<file path="src/rtl/assert_macros.svh">
// ============================================================================
// assert_macros.svh
// Assertion shorthands clocked on clk and disabled while rst_n is low.
// ============================================================================
`ifndef ASSERT_MACROS_SVH
`define ASSERT_MACROS_SVH

// When cond holds, prop must hold in the same cycle.
`define ASSERT_SAME(label, cond, prop, msg) \
    label: assert property (@(posedge clk) disable iff (!rst_n) (cond) |-> (prop)) \
        else $error(msg);

// When cond holds, prop must hold in the next cycle.
`define ASSERT_NEXT(label, cond, prop, msg) \
    label: assert property (@(posedge clk) disable iff (!rst_n) (cond) |=> (prop)) \
        else $error(msg);

`endif

</file>
<file path="src/rtl/tle_pkg.sv">
// ============================================================================
// tle_pkg
// Shared geometry, key codes, word types and state codes of the line editor.
// ============================================================================
package tle_pkg;

    localparam int COLS   = 80;
    localparam int ROWS   = 64;
    localparam int COL_W  = $clog2(COLS);
    localparam int COLC_W = $clog2(COLS + 1);
    localparam int ROW_W  = (ROWS > 1) ? $clog2(ROWS) : 1;
    localparam int ADDR_W = ROW_W + COL_W;
    localparam int CELL_W = 16;

    localparam logic [7:0] KEY_BACKSPACE = 8'h08;
    localparam logic [7:0] KEY_DELETE    = 8'h7F;
    localparam logic [7:0] KEY_LEFT      = 8'h1B;
    localparam logic [7:0] KEY_RIGHT     = 8'h1A;
    localparam logic [7:0] KEY_HOME      = 8'h02;
    localparam logic [7:0] KEY_END       = 8'h03;
    localparam logic [7:0] KEY_ENTER     = 8'h0D;
    localparam logic [7:0] BLANK         = 8'h20;
    localparam logic [7:0] COLOR_RESET   = 8'h0F;
    localparam logic       KIND_READ     = 1'b1;

    typedef struct packed {
        logic       kind;
        logic [7:0] key_code;
        logic [5:0] read_row;
        logic [6:0] read_column;
    } item_t;

    typedef struct packed {
        logic [6:0] cursor_column;
        logic [5:0] cursor_row;
        logic       line_done;
        logic [7:0] cell_char;
        logic [7:0] cell_color;
    } result_t;

    typedef struct packed {
        logic [7:0] ch;
        logic [7:0] color;
    } cell_t;

    typedef struct packed {
        logic ready;
        logic res_valid;
    } eng_stat_t;

    typedef enum logic [2:0] {
        ST_CLEAR,
        ST_IDLE,
        ST_READ,
        ST_SHL,
        ST_SHR,
        ST_END,
        ST_DONE
    } state_t;

endpackage

</file>
<file path="src/rtl/tle_engine.sv">
// ============================================================================
// tle_engine
// Edit sequencer: clears the screen RAM, then walks one row per key for
// shifts and the End scan, reading one cell and writing one cell a cycle.
// ============================================================================
module tle_engine (
    input  logic                        clk,
    input  logic                        rst_n,
    input  logic                        start,
    input  tle_pkg::item_t              item,
    input  logic [7:0]                  text_color,
    input  logic                        res_take,
    output tle_pkg::eng_stat_t          stat,
    output tle_pkg::result_t            res,
    output logic                        mem_we,
    output logic [tle_pkg::ADDR_W-1:0]  mem_waddr,
    output logic [tle_pkg::CELL_W-1:0]  mem_wdata,
    output logic                        mem_re,
    output logic [tle_pkg::ADDR_W-1:0]  mem_raddr,
    input  logic [tle_pkg::CELL_W-1:0]  mem_rdata
);

    localparam int COL_W  = tle_pkg::COL_W;
    localparam int COLC_W = tle_pkg::COLC_W;
    localparam int ROW_W  = tle_pkg::ROW_W;
    localparam int ADDR_W = tle_pkg::ADDR_W;

    tle_pkg::state_t     state_reg, state_next;
    logic [COL_W-1:0]    col_reg, col_next;
    logic [ROW_W-1:0]    row_reg, row_next;
    logic [ADDR_W-1:0]   clr_reg, clr_next;
    logic [COLC_W-1:0]   scan_reg, scan_next;
    logic [COL_W-1:0]    wcol_reg, wcol_next;
    logic                pend_reg, pend_next;
    logic [7:0]          key_reg, key_next;
    logic                done_reg, done_next;
    tle_pkg::cell_t      cell_reg, cell_next;
    tle_pkg::cell_t      rd_cell;
    tle_pkg::cell_t      new_cell;
    logic                rd_go;
    logic                in_range;

    assign rd_cell  = tle_pkg::cell_t'(mem_rdata);
    assign new_cell = '{ch: key_reg, color: text_color};
    assign in_range = (int'(item.read_row) < tle_pkg::ROWS)
                   && (int'(item.read_column) < tle_pkg::COLS);

    always_ff @(posedge clk or negedge rst_n)
    begin
        if (!rst_n)
        begin
            state_reg <= tle_pkg::ST_CLEAR;
            col_reg   <= '0;
            row_reg   <= '0;
            clr_reg   <= '0;
            pend_reg  <= 1'b0;
            done_reg  <= 1'b0;
        end
        else
        begin
            state_reg <= state_next;
            col_reg   <= col_next;
            row_reg   <= row_next;
            clr_reg   <= clr_next;
            pend_reg  <= pend_next;
            done_reg  <= done_next;
        end
    end

    always_ff @(posedge clk)
    begin
        scan_reg <= scan_next;
        wcol_reg <= wcol_next;
        key_reg  <= key_next;
        cell_reg <= cell_next;
    end

    always_comb
    begin
        state_next = state_reg;
        col_next   = col_reg;
        row_next   = row_reg;
        clr_next   = clr_reg;
        scan_next  = scan_reg;
        wcol_next  = wcol_reg;
        pend_next  = pend_reg;
        key_next   = key_reg;
        done_next  = done_reg;
        cell_next  = cell_reg;
        rd_go      = 1'b0;
        mem_we     = 1'b0;
        mem_waddr  = {row_reg, wcol_reg};
        mem_wdata  = mem_rdata;
        mem_re     = 1'b0;
        mem_raddr  = {row_reg, scan_reg[COL_W-1:0]};

        unique case (state_reg)
            tle_pkg::ST_CLEAR:
            begin
                mem_we    = 1'b1;
                mem_waddr = clr_reg;
                mem_wdata = {tle_pkg::BLANK, 8'h00};
                clr_next  = clr_reg + ADDR_W'(1);
                if (&clr_reg)
                begin
                    state_next = tle_pkg::ST_IDLE;
                end
            end

            tle_pkg::ST_IDLE:
            begin
                if (start)
                begin
                    done_next = 1'b0;
                    cell_next = '0;
                    key_next  = item.key_code;
                    pend_next = 1'b0;
                    if (item.kind == tle_pkg::KIND_READ)
                    begin
                        mem_re     = in_range;
                        mem_raddr  = {ROW_W'(item.read_row), COL_W'(item.read_column)};
                        pend_next  = in_range;
                        state_next = tle_pkg::ST_READ;
                    end
                    else
                    begin
                        unique case (item.key_code)
                            tle_pkg::KEY_BACKSPACE:
                            begin
                                if (col_reg != '0)
                                begin
                                    col_next   = col_reg - COL_W'(1);
                                    scan_next  = COLC_W'(col_reg);
                                    state_next = tle_pkg::ST_SHL;
                                end
                                else
                                begin
                                    state_next = tle_pkg::ST_DONE;
                                end
                            end
                            tle_pkg::KEY_DELETE:
                            begin
                                scan_next  = COLC_W'(col_reg) + COLC_W'(1);
                                state_next = tle_pkg::ST_SHL;
                            end
                            tle_pkg::KEY_LEFT:
                            begin
                                if (col_reg != '0)
                                begin
                                    col_next = col_reg - COL_W'(1);
                                end
                                state_next = tle_pkg::ST_DONE;
                            end
                            tle_pkg::KEY_RIGHT:
                            begin
                                if (col_reg != COL_W'(tle_pkg::COLS - 1))
                                begin
                                    col_next = col_reg + COL_W'(1);
                                end
                                state_next = tle_pkg::ST_DONE;
                            end
                            tle_pkg::KEY_HOME:
                            begin
                                col_next   = '0;
                                state_next = tle_pkg::ST_DONE;
                            end
                            tle_pkg::KEY_END:
                            begin
                                scan_next  = COLC_W'(tle_pkg::COLS);
                                state_next = tle_pkg::ST_END;
                            end
                            tle_pkg::KEY_ENTER:
                            begin
                                col_next   = '0;
                                row_next   = (row_reg == ROW_W'(tle_pkg::ROWS - 1))
                                           ? '0 : row_reg + ROW_W'(1);
                                done_next  = 1'b1;
                                state_next = tle_pkg::ST_DONE;
                            end
                            default:
                            begin
                                scan_next  = COLC_W'(tle_pkg::COLS - 1);
                                state_next = tle_pkg::ST_SHR;
                            end
                        endcase
                    end
                end
            end

            tle_pkg::ST_READ:
            begin
                if (pend_reg)
                begin
                    cell_next = rd_cell;
                end
                pend_next  = 1'b0;
                state_next = tle_pkg::ST_DONE;
            end

            // Pull cells left: read column scan, write it one column lower next cycle.
            tle_pkg::ST_SHL:
            begin
                rd_go = scan_reg < COLC_W'(tle_pkg::COLS);
                if (rd_go)
                begin
                    mem_re    = 1'b1;
                    mem_raddr = {row_reg, scan_reg[COL_W-1:0]};
                    scan_next = scan_reg + COLC_W'(1);
                    wcol_next = COL_W'(scan_reg - COLC_W'(1));
                end
                if (pend_reg)
                begin
                    mem_we = 1'b1;
                end
                pend_next = rd_go;
                if (!rd_go && !pend_reg)
                begin
                    state_next = tle_pkg::ST_DONE;
                end
            end

            // Push cells right from the end of the row down to the cursor, then drop
            // the new character in at the cursor.
            tle_pkg::ST_SHR:
            begin
                rd_go = scan_reg > COLC_W'(col_reg);
                if (rd_go)
                begin
                    mem_re    = 1'b1;
                    mem_raddr = {row_reg, COL_W'(scan_reg - COLC_W'(1))};
                    scan_next = scan_reg - COLC_W'(1);
                    wcol_next = scan_reg[COL_W-1:0];
                end
                if (pend_reg)
                begin
                    mem_we = 1'b1;
                end
                pend_next = rd_go;
                if (!rd_go && !pend_reg)
                begin
                    mem_we    = 1'b1;
                    mem_waddr = {row_reg, col_reg};
                    mem_wdata = new_cell;
                    if (col_reg != COL_W'(tle_pkg::COLS - 1))
                    begin
                        col_next = col_reg + COL_W'(1);
                    end
                    state_next = tle_pkg::ST_DONE;
                end
            end

            // Scan from the last column down for the rightmost non-space cell.
            tle_pkg::ST_END:
            begin
                rd_go = scan_reg != '0;
                if (rd_go)
                begin
                    mem_re    = 1'b1;
                    mem_raddr = {row_reg, COL_W'(scan_reg - COLC_W'(1))};
                    scan_next = scan_reg - COLC_W'(1);
                    wcol_next = COL_W'(scan_reg - COLC_W'(1));
                end
                pend_next = rd_go;
                if (pend_reg && (rd_cell.ch != tle_pkg::BLANK))
                begin
                    col_next   = (wcol_reg == COL_W'(tle_pkg::COLS - 1))
                               ? wcol_reg : wcol_reg + COL_W'(1);
                    pend_next  = 1'b0;
                    state_next = tle_pkg::ST_DONE;
                end
                else if (!rd_go && !pend_reg)
                begin
                    col_next   = '0;
                    state_next = tle_pkg::ST_DONE;
                end
            end

            tle_pkg::ST_DONE:
            begin
                if (res_take)
                begin
                    state_next = tle_pkg::ST_IDLE;
                end
            end

            default:
            begin
                state_next = tle_pkg::ST_IDLE;
            end
        endcase
    end

    assign stat.ready     = (state_reg == tle_pkg::ST_IDLE);
    assign stat.res_valid = (state_reg == tle_pkg::ST_DONE);

    assign res.cursor_column = 7'(col_reg);
    assign res.cursor_row    = 6'(row_reg);
    assign res.line_done     = done_reg;
    assign res.cell_char     = cell_reg.ch;
    assign res.cell_color    = cell_reg.color;

endmodule

</file>
<file path="config.mk">
export PLATFORM = sky130hd
export DESIGN_NAME = tle_engine
export DESIGN_NICKNAME = d
export VERILOG_FILES = /design/src/rtl/assert_macros.svh /design/src/rtl/tle_pkg.sv /design/src/rtl/tle_engine.sv
export SDC_FILE = /design/constraint.sdc
export NUM_CORES = 1
export LEC_CHECK = 0
export ABC_AREA = 1
export BUFFER_PORTS_ARGS = -buffer_cell sky130_fd_sc_hd__buf_4
export CAP_MARGIN = 5
export CORE_AREA = 2 2 74 146
export DETAILED_ROUTE_END_ITERATION = 12
export DIE_AREA = 0 0 76 148
export HOLD_SLACK_MARGIN = 0.02
export PLACE_DENSITY = 0.78
export SYNTH_ARGS = -nofsm -noshare
export SYNTH_HDL_FRONTEND = slang
export SYNTH_SLANG_ARGS = --single-unit
</file>
<file path="constraint.sdc">
create_clock -name clk -period 2.8 [get_ports clk]
set_input_delay 0.28 -clock clk [delete_from_list [all_inputs] [get_ports clk]]
set_output_delay 0.28 -clock clk [all_outputs]
set_load 0.1 [all_outputs]
</file>
Yosys cells after proc, flatten, opt, wreduce, memory -nomap -nowiden
Cells that the tools add are included.

$mul: 0. Eq/ne operators: 32. Bitwise gates (word level): 1. Add/subtract/negate cells: 7. Order comparisons: 3. Divide/modulo/power cells: 0. Muxes and demuxes: 59. Reduce and logical (&&, ||, !) cells: 28. Shift operators: 0.

Operators with widths (number): 7-bit 2-to-1 mux (19); 16-bit one-hot mux with 2 select lines (2); 7-bit one-hot mux with 3 select lines (3); 7-bit one-hot mux with 4 select lines (2); 16-bit 2-to-1 mux (3); 13-bit one-hot mux with 3 select lines (1); 3-bit 2-to-1 mux (9); 13-bit 2-to-1 mux (2); 13-bit one-hot mux with 2 select lines (1); 2-bit != test, second input constant (11); 7-bit by 1-bit adder with 7-bit output, second input constant (3); 3-bit one-hot mux with 7 select lines (1); 8-bit by 2-bit equality test with 1-bit output, second input constant (2); 8-bit by 4-bit equality test with 1-bit output, second input constant (2); 8-bit by 5-bit equality test with 1-bit output, second input constant (2); 7-bit < comparator, second input constant (2); 7-bit nonzero test (2); 7-bit by 1-bit subtractor with 7-bit output, second input constant (2); 13-bit by 1-bit adder with 13-bit output, second input constant (1); 13-bit AND reduction (1); 3-bit one-hot mux with 4 select lines (1); 1-bit 2-to-1 mux (11); 3-bit equality test, second input constant (3); 8-bit by 7-bit equality test with 1-bit output, second input constant (1); other kinds (31) (43).

Input bits: 50. Bits in read-only memories: 0. Memories kept: 0. RAM bits: 0. Latch bits: 0. Register bits after elaboration: 69.

Logic depth before layout (Yosys ltp)
Depth in word-level cells: 6. Gate-level depth with buffers: 14.

Worst setup path after synthesis
Ideal clock, no wire load.

Path kind: reg2out. Start: reg col_reg[4]. End: out mem_waddr[1] (netlist bit). Path slack: -2.036 ns. Data arrival time: 4.556 ns. Cell stages (with the launch flop): 12. Data required time: 2.520 ns. Path buffers: 0. Cells stage by stage: dfrtp_1 > clkinv_1 > ha_1 > nand2_1 > nand2_1 > a21oi_1 > nand2_1 > nand2_1 > nand2_1 > nand2_1 > nor2_1 > nor3_1.

Cells in the longest elaborated chain, start to end: 5.

RTL lines: start: declaration (line tle_engine.sv:29) `logic [COL_W-1:0] col_reg, col_next;`; start signal: assignment (line tle_engine.sv:62) `col_reg <= col_next;`; 7-bit greater-than comparator (line tle_engine.sv:226) `rd_go = scan_reg > COLC_W'(col_reg);`; 1-bit zero test (line tle_engine.sv:239) `if (!rd_go && !pend_reg)`; 1-bit logical AND (line tle_engine.sv:239); 7-bit 2-to-1 mux (line tle_engine.sv:239); 13-bit one-hot mux with 2 select lines (line tle_engine.sv:97) `unique case (state_reg)`; end: declaration (line tle_engine.sv:16) `output logic [tle_pkg::ADDR_W-1:0] mem_waddr,`.

Every way passes these cells.

Final worst setup path
Start: reg col_reg[4]. End: out mem_waddr[6] (netlist bit).

The elaborated chain is that of the path after synthesis.

==> impl_results.md <==
- Worst-Margin Slew: 0.531 ns
- CTS Buf Count: 9
- 1st-iter DRT viols: 502
- Tmin final: 2.73 ns
- Final nets: 984
- Fill count: 833
- Synthesized area per cell: 6.88 um^2
- Synth top area share: 21.7%
- Sequential share of the synthesized area: 36.4%
- Number of global-route vias before repair: 5,893
- Max FFs per register: 16
- Status: completed
- Delay of the slowest critical-path stage: 0.45 ns
- CTS tree: done
- Crit-path max FO: 9
- Total global routing overflow: 0
- Crit path DAT: 2.45 ns
- CP startpoint kind: flip-flop
- Final worst-path cycle share: 97.3%
- Largest net degree at the start of global routing: 32
- CTS max path bufs: 2
- Clock Skews: 0.0118 ns
- Fin area: 7200 um^2
- Final Hold Viols: 0
- ANT nets after route: 0
- Clock root cell: clkbuf_16
- Per-cell routed wire length: 18.1 um
- Finish-stage setup viols: 0
- Top-level I/O count: 126
- Final GP Congestion: 1.03
- Largest area contributor in the netlist: edfxtp_1
- FF+latch area: 1940 um^2
- Yosys warns: 0
- Slew headroom: 64.5%
- Clock sink total: 69
- Starting density of the core: 52.2%
- Worst Hold Class: input pin to flip-flop
- Fmax: 367 MHz
- Critical path class: flip-flop to output pin
- Share of cells above drive strength 1: 25.8%
- Top FF cell, synth: edfxtp_1
- Hold Slack: 0.135 ns
- IO Port Bufs: 125
- Worst path cell trace: clkinv_4 > ha_4 > nand2_1 > nor2_2 > nand4_1 > nand2_4 > nand2_4 > nand2_1 > o21ai_0 > buf_4 > o21bai_4 > buf_6
- Critical path data required time: 2.52 ns
- Multi-input combinational cell area: 3110 um^2
- Die area: 11,200 um^2
- CP max stage cell: dfrtp_4
- Antenna cells: 0
- Rows: 52
- CP endpoint kind: output pin
- Post-synth ARST share: 44.9%
- Syn Inst Count: 765
- Global-route wire length before repair: 29,500 um
- Router iterations before antenna repair: 6
- DRC errors left: 0
- H-tree depth: 3
- Die Ht: 148 um
- Synth cell types: 38
- Core area: 10,100 um^2
- Total number of vias: 5,877
- Initial antenna violation count: 0
- Total wire length: 19,200 um
- Synth area leaders: edfxtp_1, nand2_1, dfrtp_1, inv_1, nand3_1
- Syn nets: 831
- Worst-Skew Late Latency: 0.35 ns
- Post-synth EDFFs: 38
- GRT Total Usage: 33.9%
- Dpl hpwl: 15,100 um
- Final slew viol count: 0
- Synthesized flop and latch total: 69
- DP Area: 6690 um^2
- Syn-to-layout area delta: 36.8%
- Synthesized cell area: 5260 um^2
- Max-cap violations: 0
- DIE WIDTH: 76 um
- RSZ-0062 raised after global routing: true
- Via density: 5.55
- CTS clk-pin slew, worst paths: 0.07 ns
[critical path: cells and delay by family (launching register included)]
kind / cells / cell delay (ns)
simple gates: 6 / 0.66
buf+inv: 3 / 0.49
compound gates: 2 / 0.22
flops: 1 / 0.45
fa+ha+maj: 1 / 0.26
[routing by layer]
layer	wire length [um]	GRT usage, %	vias up
met5	0	0	-
met3	1100	4.95	89
li1	-	-	2783
met4	1330	23.0	0
met2	10400	65.7	299
met1	6320	32.2	2706
[cells in the mapped netlist, types with 3 or more instances]
library cell / count
a21oi_1: 14
a22oi_1: 3
buf_2: 6
buf_4: 4
clkbuf_1: 4
dfrtp_1: 31
edfxtp_1: 38
ha_1: 16
inv_1: 92
inv_2: 8
nand2_1: 263
nand3_1: 64
nand3b_1: 3
nand4_1: 12
nor2_1: 76
nor2_2: 3
nor2_4: 6
nor3_1: 8
o211ai_1: 8
o21ai_0: 42
o21bai_1: 10
o22ai_1: 8
xnor2_1: 6
xor2_1: 23
[layout make-up]
class	count	area share, %
clock buffer	9	3.13
clock inverter	7	0.973
sequential	69	27.0
timing repair buffer	156	17.8
multi-input combinational	580	43.3
tap	135	2.35
inverter	102	5.56
[cell families after synthesis]
logic type,count (synthesis),share of synthesized area (%)
compound gates,93,10.5
xor+xnor,29,4.83
fa+ha+maj,16,3.80
buf+inv,116,8.70
flops,69,36.4
simple gates,442,35.7
[path summary, 6_finish.rpt]
path / from / endpoint / slack [ns] / cells past startpoint
max: col_reg[4] / mem_waddr[6] / 0.07 / 12
min: item[14] / key_reg[1] / 0.14 / 1
max reg2reg: col_reg[4] / col_reg[6] / 0.42 / 13
min reg2reg: done_reg / done_reg / 0.49 / 2
max in group asynchronous: rst_n / col_reg[1] / 2.01 / 2
min in group asynchronous: rst_n / clr_reg[11] / 0.43 / 2
[cells in the final DEF (no fill, tap or decap), drive strengths merged, types with 9 or more instances in the layout]
cell type,synthesis,routed
dfrtp,31,31
nand3,65,65
nand4,12,12
xor2,23,23
nand2,266,266
o21ai,43,43
inv,100,106
buf,10,155
clkbuf,4,9
edfxtp,38,38
o21bai,10,10
ha,16,16
nor2,85,85
a21oi,15,15
[stage by stage]
stage / worst slack (ns) / utilization (%) / setup TNS [ns] / instances
3_5_place_dp: 0.242 / 66.4 / 0 / 1032
5_1_grt: -0.0676 / 71.4 / -0.227 / 1058
3_3_place_gp: 0.286 / 66.4 / 0 / 1032
4_1_cts: 0.0130 / 70.2 / 0 / 1049
2_1_floorplan: -0.730 / - / -2.98 / 765
6_report: 0.0744 / 71.4 / 0 / 1058
[what timing repair did]
action | in CTS | in global routing
gates resized for setup | 21 | 15
endpoints found under the hold margin | 31 | 0
endpoints found under the setup margin | 19 | 33
buffers inserted | 0 | 9
hold buffers | 1 | 0
pin swaps | 0 | 5
Power is not shown: default switching activity piles up to over one toggle a cycle in this logic, so the estimate is an artifact.
